$ cat config.mk
export PLATFORM = sky130hd
export DESIGN_NAME = vlan_port_list_parser_core
export DESIGN_NICKNAME = d
export VERILOG_FILES = /design/src/rtl/vpl_pkg.sv /design/src/rtl/vlan_port_list_parser_core.sv
export VERILOG_INCLUDE_DIRS = /design/src /design/src/rtl
export SDC_FILE = /design/constraint.sdc
export NUM_CORES = 1
export LEC_CHECK = 0
export BUFFER_PORTS_ARGS = -buffer_cell sky130_fd_sc_hd__buf_4
export CAP_MARGIN = 25
export CORE_MARGIN = 2
export CORE_UTILIZATION = 60
export CTS_BUF_LIST = sky130_fd_sc_hd__clkbuf_8
export DETAILED_ROUTE_END_ITERATION = 7
export HOLD_SLACK_MARGIN = 0.1
export PLACE_DENSITY = 0.93
export SYNTH_ARGS = -nofsm -noshare
export SYNTH_HDL_FRONTEND = slang
export SYNTH_SLANG_ARGS = --single-unit
$ cat constraint.sdc
create_clock -name clk -period 4.7 [get_ports clk]
set_input_delay 0.235 -clock clk [delete_from_list [all_inputs] [get_ports clk]]
set_output_delay 0.235 -clock clk [all_outputs]
set_load 0.02 [all_outputs]
$ cat src/rtl/vlan_port_list_parser_core_assert.svh
// ----------------------------------------------------------------------------
// VLAN port list parser - assertion macros
// Concurrent assertion helpers; they compile away when SYNTHESIS is defined.
// ----------------------------------------------------------------------------
`ifndef VLAN_PORT_LIST_PARSER_CORE_ASSERT_SVH
`define VLAN_PORT_LIST_PARSER_CORE_ASSERT_SVH

`ifndef SYNTHESIS

// same-cycle implication
`define VPL_ASSERT_NOW(label, clk, rst_n, ante, cons) \
	label: assert property (@(posedge clk) disable iff (!(rst_n)) (ante) |-> (cons)) \
		else $error("vpl assertion failed");

// next-cycle implication
`define VPL_ASSERT_NEXT(label, clk, rst_n, ante, cons) \
	label: assert property (@(posedge clk) disable iff (!(rst_n)) (ante) |=> (cons)) \
		else $error("vpl assertion failed");

`else

`define VPL_ASSERT_NOW(label, clk, rst_n, ante, cons)
`define VPL_ASSERT_NEXT(label, clk, rst_n, ante, cons)

`endif

`endif

$ cat src/rtl/vpl_pkg.sv
// ----------------------------------------------------------------------------
// VLAN port list parser - package
// Parser mode codes, character codes and register indexes.
// ----------------------------------------------------------------------------
package vpl_pkg;

	// parser modes
	localparam logic [1:0] MODE_SKIP    = 2'd0;
	localparam logic [1:0] MODE_NUM     = 2'd1;
	localparam logic [1:0] MODE_SUFFIX  = 2'd2;
	localparam logic [1:0] MODE_INVALID = 2'd3;

	// character codes
	localparam logic [7:0] CH_NUL   = 8'h00;
	localparam logic [7:0] CH_TAB   = 8'h09;
	localparam logic [7:0] CH_LF    = 8'h0a;
	localparam logic [7:0] CH_CR    = 8'h0d;
	localparam logic [7:0] CH_SPACE = 8'h20;
	localparam logic [7:0] CH_STAR  = 8'h2a;
	localparam logic [7:0] CH_ZERO  = 8'h30;
	localparam logic [7:0] CH_NINE  = 8'h39;
	localparam logic [7:0] CH_T     = 8'h74;
	localparam logic [7:0] CH_U     = 8'h75;

	// configuration register indexes
	localparam logic REG_CPU_PORT   = 1'b0;
	localparam logic REG_PORT_COUNT = 1'b1;

	// port number accumulator
	localparam int          NUM_W     = 10;
	localparam logic [9:0]  NUM_LIMIT = 10'd1023;

	typedef logic [NUM_W-1:0] port_num_t;

endpackage

$ cat src/rtl/vlan_port_list_parser_core.sv
// ----------------------------------------------------------------------------
// VLAN port list parser - top level
// Parses a text port list such as "1 2 3 4 5*" one byte per beat and returns
// the member, untagged and default-VLAN port masks when the string ends.
// ----------------------------------------------------------------------------
// Usage:
//   Input channel (char_in, in_valid/in_ready) takes one text byte per beat.
//   A NUL byte ends the string; in the next cycle a result beat (list_ok and the
//   three 32-bit masks) appears on the output channel (out_valid/out_ready).
//   Other bytes produce no result.
//   Throughput is one byte per cycle while in_ready is high: the parse state is
//   updated by a single level of logic (a multiply by ten and a saturate on the
//   port number) and the result sits in an output register, but bytes stop
//   flowing while a finished result waits and out_ready is low.
//   in_ready drops only while a result is held and out_ready is low; then
//   nothing is accepted until the result beat is taken.
//   Reset clears the parse state, empties the output register and sets
//   cpu_port to 0 and port_count to 32. The config port (cfg_we, cfg_index,
//   cfg_data) writes a register; the user must use it only while idle, as the block does not enforce it.
//   After a result the parser starts over for the next string.
// ----------------------------------------------------------------------------
`include "vlan_port_list_parser_core_assert.svh"

module vlan_port_list_parser_core #(
	parameter int MAX_PORTS = 32
) (
	input  logic        clk,
	input  logic        arst_n,

	input  logic        cfg_we,
	input  logic        cfg_index,
	input  logic [5:0]  cfg_data,

	input  logic [7:0]  char_in,
	input  logic        in_valid,
	output logic        in_ready,

	output logic        list_ok,
	output logic [31:0] member_mask,
	output logic [31:0] untagged_mask,
	output logic [31:0] default_vlan_mask,
	output logic        out_valid,
	input  logic        out_ready
);

	// only ports below 32 can ever reach the outputs
	localparam int VIEW_W = (MAX_PORTS < 32) ? MAX_PORTS : 32;

	// configuration registers
	logic [4:0] cpu_port_q;
	logic [5:0] port_count_q;

	// parse state
	logic [1:0]          mode_q;
	vpl_pkg::port_num_t  num_q;
	logic                untag_q;
	logic                dflt_q;
	logic [VIEW_W-1:0]   mem_bits_q;
	logic [VIEW_W-1:0]   utg_bits_q;
	logic [VIEW_W-1:0]   dfb_bits_q;

	// result register
	logic        res_valid_q;
	logic        res_ok_q;
	logic [31:0] res_mem_q;
	logic [31:0] res_utg_q;
	logic [31:0] res_dfb_q;

	logic accept;
	logic is_nul, is_blank, is_digit;
	logic [13:0] num_mac;
	vpl_pkg::port_num_t num_dig;
	logic [3:0] digit;

	logic [1:0]         mode_d;
	vpl_pkg::port_num_t num_d;
	logic               untag_d, dflt_d;
	logic               do_commit, do_emit;
	logic [VIEW_W-1:0]  hit;
	logic [VIEW_W-1:0]  mem_c, utg_c, dfb_c;
	logic [31:0]        cut;
	logic               ok;

	assign accept   = in_valid && in_ready;
	assign in_ready = !res_valid_q || out_ready;

	// byte classes
	always_comb begin
		is_nul   = (char_in == vpl_pkg::CH_NUL);
		is_blank = char_in inside {vpl_pkg::CH_SPACE, vpl_pkg::CH_TAB,
			vpl_pkg::CH_LF, vpl_pkg::CH_CR};
		is_digit = char_in inside {[vpl_pkg::CH_ZERO:vpl_pkg::CH_NINE]};
	end

	// next port number: num * 10 + digit, saturating
	assign digit   = 4'(char_in - vpl_pkg::CH_ZERO);
	assign num_mac = (mode_q == vpl_pkg::MODE_NUM)
		? 14'(num_q) * 14'd10 + 14'(digit) : 14'(digit);
	assign num_dig = (num_mac > 14'(vpl_pkg::NUM_LIMIT)) ? vpl_pkg::NUM_LIMIT
		: num_mac[vpl_pkg::NUM_W-1:0];

	// mode transitions
	always_comb begin
		mode_d    = mode_q;
		num_d     = num_q;
		untag_d   = untag_q;
		dflt_d    = dflt_q;
		do_commit = 1'b0;
		do_emit   = 1'b0;
		case (mode_q)
			vpl_pkg::MODE_SKIP: begin
				if (is_nul) begin
					do_emit = 1'b1;
				end else if (is_digit) begin
					num_d   = num_dig;
					untag_d = (num_dig != vpl_pkg::port_num_t'(cpu_port_q));
					dflt_d  = 1'b0;
					mode_d  = vpl_pkg::MODE_NUM;
				end else if (!is_blank) begin
					mode_d = vpl_pkg::MODE_INVALID;
				end
			end
			vpl_pkg::MODE_NUM, vpl_pkg::MODE_SUFFIX: begin
				if (mode_q == vpl_pkg::MODE_NUM && is_digit) begin
					num_d   = num_dig;
					untag_d = (num_dig != vpl_pkg::port_num_t'(cpu_port_q));
					dflt_d  = 1'b0;
				end else if (is_nul) begin
					do_commit = 1'b1;
					do_emit   = 1'b1;
				end else if (is_blank) begin
					do_commit = 1'b1;
					num_d     = '0;
					mode_d    = vpl_pkg::MODE_SKIP;
				end else begin
					// suffix byte; unknown ones are ignored
					if (char_in == vpl_pkg::CH_U) begin
						untag_d = 1'b1;
					end else if (char_in == vpl_pkg::CH_T) begin
						untag_d = 1'b0;
					end else if (char_in == vpl_pkg::CH_STAR) begin
						dflt_d = 1'b1;
					end
					mode_d = vpl_pkg::MODE_SUFFIX;
				end
			end
			default: begin
				if (is_nul) begin
					do_emit = 1'b1;
				end
			end
		endcase
	end

	// port decode and commit into the mask bits
	always_comb begin
		for (int i = 0; i < VIEW_W; i++) begin
			hit[i] = do_commit && (num_q == vpl_pkg::NUM_W'(i));
		end
		mem_c = mem_bits_q | hit;
		utg_c = utg_bits_q | (hit & {VIEW_W{untag_q}});
		dfb_c = dfb_bits_q | (hit & {VIEW_W{dflt_q}});
	end

	// port count cut
	always_comb begin
		for (int i = 0; i < 32; i++) begin
			cut[i] = (6'(i) < port_count_q);
		end
		ok = (mode_q != vpl_pkg::MODE_INVALID);
	end

	// configuration writes
	always_ff @(posedge clk or negedge arst_n) begin
		if (!arst_n) begin
			cpu_port_q   <= '0;
			port_count_q <= 6'd32;
		end else if (cfg_we) begin
			case (cfg_index)
				vpl_pkg::REG_CPU_PORT:   cpu_port_q   <= cfg_data[4:0];
				vpl_pkg::REG_PORT_COUNT: port_count_q <= cfg_data;
				default: ;
			endcase
		end
	end

	// parse state update
	always_ff @(posedge clk or negedge arst_n) begin
		if (!arst_n) begin
			mode_q     <= vpl_pkg::MODE_SKIP;
			num_q      <= '0;
			untag_q    <= 1'b0;
			dflt_q     <= 1'b0;
			mem_bits_q <= '0;
			utg_bits_q <= '0;
			dfb_bits_q <= '0;
		end else if (accept) begin
			if (do_emit) begin
				mode_q     <= vpl_pkg::MODE_SKIP;
				num_q      <= '0;
				untag_q    <= 1'b0;
				dflt_q     <= 1'b0;
				mem_bits_q <= '0;
				utg_bits_q <= '0;
				dfb_bits_q <= '0;
			end else begin
				mode_q     <= mode_d;
				num_q      <= num_d;
				untag_q    <= untag_d;
				dflt_q     <= dflt_d;
				mem_bits_q <= mem_c;
				utg_bits_q <= utg_c;
				dfb_bits_q <= dfb_c;
			end
		end
	end

	// result register control
	always_ff @(posedge clk or negedge arst_n) begin
		if (!arst_n) begin
			res_valid_q <= 1'b0;
		end else if (accept && do_emit) begin
			res_valid_q <= 1'b1;
		end else if (out_ready) begin
			res_valid_q <= 1'b0;
		end
	end

	// result payload
	always_ff @(posedge clk) begin
		if (accept && do_emit) begin
			res_ok_q  <= ok;
			res_mem_q <= 32'(mem_c) & cut & {32{ok}};
			res_utg_q <= 32'(utg_c) & cut & {32{ok}};
			res_dfb_q <= 32'(dfb_c) & cut & {32{ok}};
		end
	end

	assign out_valid         = res_valid_q;
	assign list_ok           = res_ok_q;
	assign member_mask       = res_mem_q;
	assign untagged_mask     = res_utg_q;
	assign default_vlan_mask = res_dfb_q;

	// checks
	`VPL_ASSERT_NEXT(a_nul_gives_result, clk, arst_n,
		accept && is_nul, out_valid)
	`VPL_ASSERT_NEXT(a_nul_restarts, clk, arst_n,
		accept && is_nul, mode_q == vpl_pkg::MODE_SKIP && mem_bits_q == '0)
	`VPL_ASSERT_NOW(a_invalid_masks_zero, clk, arst_n,
		out_valid && !list_ok,
		member_mask == '0 && untagged_mask == '0 && default_vlan_mask == '0)
	`VPL_ASSERT_NOW(a_masks_within_members, clk, arst_n,
		out_valid,
		(untagged_mask & ~member_mask) == '0 && (default_vlan_mask & ~member_mask) == '0)

endmodule

* After elaboration in Yosys (flattened, before gate mapping)
Cells that the tools add are included.
Word-level totals: output and inout bits 99, bits of input ports 20, register bits 219, logic and storage cells 217
Operators by class: reduce and logical (&&, ||, !) cells 51, multiply operators 1, order comparisons 35, bitwise gates (word level) 12, multiplexer cells 48, add/sub/neg operators 2, equal/unequal tests 54
Operators with widths (count):
- $and A32 B32 Y32 | 8
- $eq A10 B5 Y1 const B | 16
- $lt A5 B6 Y1 const A | 16
- $mux W32 | 3
- $or A32 B32 Y32 | 3
- $eq A10 B4 Y1 const B | 8
- $mux W10 | 7
- $lt A4 B6 Y1 const A | 8
- $eq A10 B3 Y1 const B | 4
- $logic_and A1 B1 Y1 | 36
- $ne A4 B4 Y1 const B | 7
- $mux W1 | 26
- $eq A8 B4 Y1 const B | 3
- $lt A3 B6 Y1 const A | 4
- $eq A10 B2 Y1 const B | 2
- $pmux W10 S2 | 1
- $eq A8 B6 Y1 const B | 2
- $eq A8 B7 Y1 const B | 2
- $add A14 B4 Y14 | 1
- $gt A14 B10 Y1 const B | 1
- $mux W14 | 1
- $mux W2 | 7
- $mul A10 B3 Y13 const B | 1
- $lt A1 B6 Y1 const A | 2
- 27 further kinds | 34

* Longest topological paths before layout
depth after elaboration 11, mapped depth 12, gate-level depth less buffers 12

* Worst setup path after synthesis
OpenSTA, ideal clock, no wires.
path type input to register, start input port char_in[4], end register res_dfb_q[0], in the netlist default_vlan_mask[0] (enable), arrival time 3.995 ns, buffers on the path 2, cell stages on the path 5, setup slack 0.206 ns, setup time 0.499 ns, required time 4.201 ns, cells stage by stage nor3_1 -> nand4b_1 -> clkbuf_1 -> nor2_1 -> clkbuf_1
On the way: cells in the longest elaborated chain, start to end 6, elaborated cells on any way between the ends 9, classes of those cells order compare: 2; mux: 3; reduce/logical: 4
RTL lines:
- start, declared | line vlan_port_list_parser_core.sv:34 | input logic [7:0] char_in,
- $ge A8 B6 Y1 / $le A8 B6 Y1 (equally long branches) | line vlan_port_list_parser_core.sv:92 | is_digit = char_in inside {[vpl_pkg::CH_ZERO:vpl_pkg::CH_NINE]};
- $logic_and A1 B1 Y1 | line vlan_port_list_parser_core.sv:92
- $logic_and A1 B1 Y1 | line vlan_port_list_parser_core.sv:124 | if (mode_q == vpl_pkg::MODE_NUM && is_digit) begin
- $mux W1 | line vlan_port_list_parser_core.sv:124
- $mux W1 (*)
- $logic_and A1 B1 Y1 (*) | line vlan_port_list_parser_core.sv:231 | if (accept && do_emit) begin
- end signal, assigned | line vlan_port_list_parser_core.sv:235 | res_dfb_q <= 32'(dfb_c) & cut & {32{ok}};
- end, declared | line vlan_port_list_parser_core.sv:67 | logic [31:0] res_dfb_q;
Mark *: on every way between the ends. The rest lies on a longest branch, timed or not. A chain may end at the register's enable or synchronous reset.

* Final worst setup path
start register num_q[1], end register untag_q
On the way: cells in the longest elaborated chain, start to end 10, elaborated cells on any way between the ends 11, classes of those cells add/sub: 1; mul: 1; order compare: 1; eq/ne: 1; mux: 7
RTL lines:
- start, declared | line vlan_port_list_parser_core.sv:55 | vpl_pkg::port_num_t num_q;
- start signal, assigned | line vlan_port_list_parser_core.sv:208 | num_q <= num_d;
- $mul A10 B3 Y13 (*) | line vlan_port_list_parser_core.sv:98 | ? 14'(num_q) * 14'd10 + 14'(digit) : 14'(digit);
- $add A14 B4 Y14 (*) | line vlan_port_list_parser_core.sv:98
- $mux W14 (*) | line vlan_port_list_parser_core.sv:98
- $gt A14 B10 Y1 | line vlan_port_list_parser_core.sv:99 | assign num_dig = (num_mac > 14'(vpl_pkg::NUM_LIMIT)) ? vpl_pkg::NUM_LIMIT
- $mux W10 (*) | line vlan_port_list_parser_core.sv:99
- $ne A10 B5 Y1 (*) | line vlan_port_list_parser_core.sv:116, vlan_port_list_parser_core.sv:126
- $mux W1 | line vlan_port_list_parser_core.sv:114 | end else if (is_digit) begin
- $mux W1 | line vlan_port_list_parser_core.sv:112 | if (is_nul) begin
- $pmux W1 S2 (*) | line vlan_port_list_parser_core.sv:110 | case (mode_q)
- $mux W1 (*) | line vlan_port_list_parser_core.sv:198 | if (do_emit) begin
- end signal, assigned | line vlan_port_list_parser_core.sv:209 | untag_q <= untag_d;
- end, declared | line vlan_port_list_parser_core.sv:56 | logic untag_q;
Mark *: on every way between the ends. The rest lies on a longest branch, timed or not. The select of a mux whose other input is x is not followed.

==> out/qor.csv <==
metric;value;unit
relSlewSlack;31.20;%
status;finished with violations;
fin_crit;3.788;ns
final-max-slew-violation-count;0;
cp_max_fo;11;
num_rows;47;
grt_max_degree;101;
core;0.01641;mm2
io_buffers;118;
die_w;132.7;um
startpoint;num_q[1];
place_ws;0.9566;ns
firstDrtPassIters;8;
worst_pin_slew;1.032;ns
final-seq-area;0.005967;mm2
syn_area_per_cell;10.24;um2
maxCapViolCount;0;
setup_slack;0.9123;ns
final_util;72.12;%
yosys.area_share.simple;15.03;%
vias_per_cell;6.146;
synth_cell_types;62;
clock_latency;0.54;ns
synth_area;0.009932;mm2
antenna_cells;0;
powerDensity;410.6;mW/mm2
clock_path_buffers;3;
netlist_top_cells_area;dfrtp_1, edfxtp_1, a21oi_1;
pin_count;119;
crit_slowest_cell;dfrtp_1;
vdd_ir_drop_max;0.2541;mV
required;5.10;ns
multi_input_area;0.003659;mm2
fin_tns_setup;0;ns
place.gp.congestion;0.9065;
synth.top_cells.by_count;a21oi_1, nor2_1, dfrtp_1;
synth_top_family_by_area;compound AO/OA/AOI/OAI gates;
synthAdderAreaFrac;3.175;%
gr-total-overflow;0;
grtUsageTotal;28.62;%
synth-edff-count;97;
synth_area_leader_cell;dfrtp_1;
worstPathCellList;ha_1 > ha_1 > inv_1 > fa_1 > nor2b_4 > o311a_1 > or3_4 > mux2i_1 > a211oi_2 > nand2_4 > o41a_1 > o41a_1;
max_freq;264.0;MHz
htree_num_levels;2;
violations;design-rule violations;
finalCritPeriodShare;80.59;%
cts.clk_slew.worst_paths;0.06;ns
syn_inst;970;
initial_core_util;60.54;%
drt-total-wl;25540;um
post-dp-hpwl;16260;um
synth_most_common_cell;a21oi_1;
area_growth;19.14;%
grt_pass1_vias;7725;
min_from;char_in[7];
synth_seq_area_share;60.08;%
rsz0062_at_grt;no;
finalHoldViolCount;0;
nNetsFinal;1130;
yosys_warnings;0;
cp-start-kind;flip-flop;
synth-seq-cells;219;
syn-num-nets;1014;
wire_per_inst;19.16;um
n_fill_cell;1058;
post-route-drc-count;8;
synth_compound_area_share;15.94;%
p_leak;5.361;nW
drive_gt1_share;18.15;%
rr_startpoint;num_q[1];
path_class;reg -> reg;
clock-sinks;219;
synth_mux_area_share;1.562;%
fin_worst_skew;0.02855;ns
dieArea;0.01760;mm2
dominantRegCellSynth;dfrtp_1;
synth_xor_area_share;1.058;%
cts_buffers;35;
fp.dieH;132.7;um
setup_viol;0;
synthArstFlopShare;55.71;%
cp-end-kind;flip-flop;
hold_path.class;in -> reg;
cts_tree;built;
worstPathArrival;4.19;ns
drtAntennaViolNets;0;
clockRootBuffer;clkbuf_8;
vias;8192;
grt_pass1_wl;39850;um
antenna_found_initial;0;
drt_iter0_drc;1261;
netlist.area_leader.share;30.49;%
worst_path_largest_cell_delay;0.50;ns
==> state kept, by name, indices dropped and copies added, names as in the netlist, 2 cells and up <==
signal	flops
member_mask	32
default_vlan_mask	32
utg_bits_q	32
cpu_port_q	5
num_q	10
port_count_q	6
mode_q	2
mem_bits_q	32
dfb_bits_q	32
untagged_mask	32
==> per-stage QoR <==
step	area [um2]	hold WS (ns)	power [mW]	std cells
floorplan	9932	-0.06059	2.869	970
global placement	10910	0.4298	3.131	1252
detailed placement	10910	0.4369	3.160	1252
CTS	11770	0.1082	4.797	1330
global route	11830	0.1395	5.036	1333
finish	11830	0.1178	4.858	1333
==> cell type report <==
class | count | area share [%]
flip-flops and latches | 219 | 50.43
repair buffers | 142 | 9.665
inverters | 18 | 0.5710
well taps | 220 | 2.326
clock buffers | 44 | 5.118
clock inverters | 20 | 0.9728
multi-input cells | 670 | 30.92
==> cell families (layout without fill, tap and decap cells) <==
family	count (synthesis)	after routing
compound gates	287	287
fa+ha+maj	24	24
simple gates	334	334
xor+xnor	12	12
flops	219	219
mux	13	13
buf+inv	81	224
==> critical path, delay by kind of cell, from the launching register on <==
kind                       cells  cell delay [ns]
AOI/OAI and AO/OA              4             1.59
muxes                          1             0.14
and+or+nand+nor                3             0.55
DFF                            1             0.50
buffers and inverters          1             0.07
adders and majority gates      3             0.81
==> placed cells by master, fill, tap and decap left out, types with 6 or more instances in the layout <==
cell type | Yosys | routed
ha_1 | 22 | 22
nand3_1 | 9 | 9
nor2_1 | 212 | 211
dfrtp_1 | 121 | 121
edfxtp_1 | 97 | 97
xnor2_1 | 9 | 9
inv_1 | 18 | 29
a21oi_1 | 215 | 215
nand2_1 | 34 | 34
o21ai_0 | 29 | 29
nor2b_1 | 6 | 6
and2_1 | 10 | 10
buf_4 | 0 | 125
and3_1 | 17 | 17
mux2_2 | 10 | 10
nor3_1 | 16 | 16
dlygate4sd3_1 | 0 | 15
clkbuf_8 | 0 | 44
==> final timing paths <==
path / to / slack [ns] / cells past startpoint
worst max-delay path: untag_q / 0.91 / 12
worst min-delay path: dflt_q / 0.12 / 4
worst max register to register: untag_q / 0.91 / 12
worst min register to register: dfb_bits_q[8] / 0.49 / 2
max in group asynchronous: dfb_bits_q[1] / 2.87 / 5
min in group asynchronous: utg_bits_q[27] / 0.58 / 3
==> layer usage <==
| metal | vias up | track usage (%) | routed length (um) |
|---|---|---|---|
| li1 | 3646 | - | - |
| met1 | 3859 | 37.38 | 9550 |
| met2 | 581 | 46.00 | 12240 |
| met3 | 106 | 6.667 | 2685 |
| met4 | 0 | 13.14 | 1059 |
| met5 | - | 0 | 0 |
==> repair_timing <==
item                                    CTS  global route
hold buffers                             14             1
buffers inserted                          0             0
endpoints found under the setup margin    0             0
hold endpoints to repair                 87             2
gates resized for setup                   0             0
==> power by group <==
| group | leakage (nW) | switching [mW] | internal, mW |
|---|---|---|---|
| clock network | 0.413 | 0.754 | 0.903 |
| registers | 2.52 | 0.0975 | 2.06 |
| logic | 2.43 | 0.718 | 0.323 |
No activity file was read; power rests on OpenSTA's default activity.
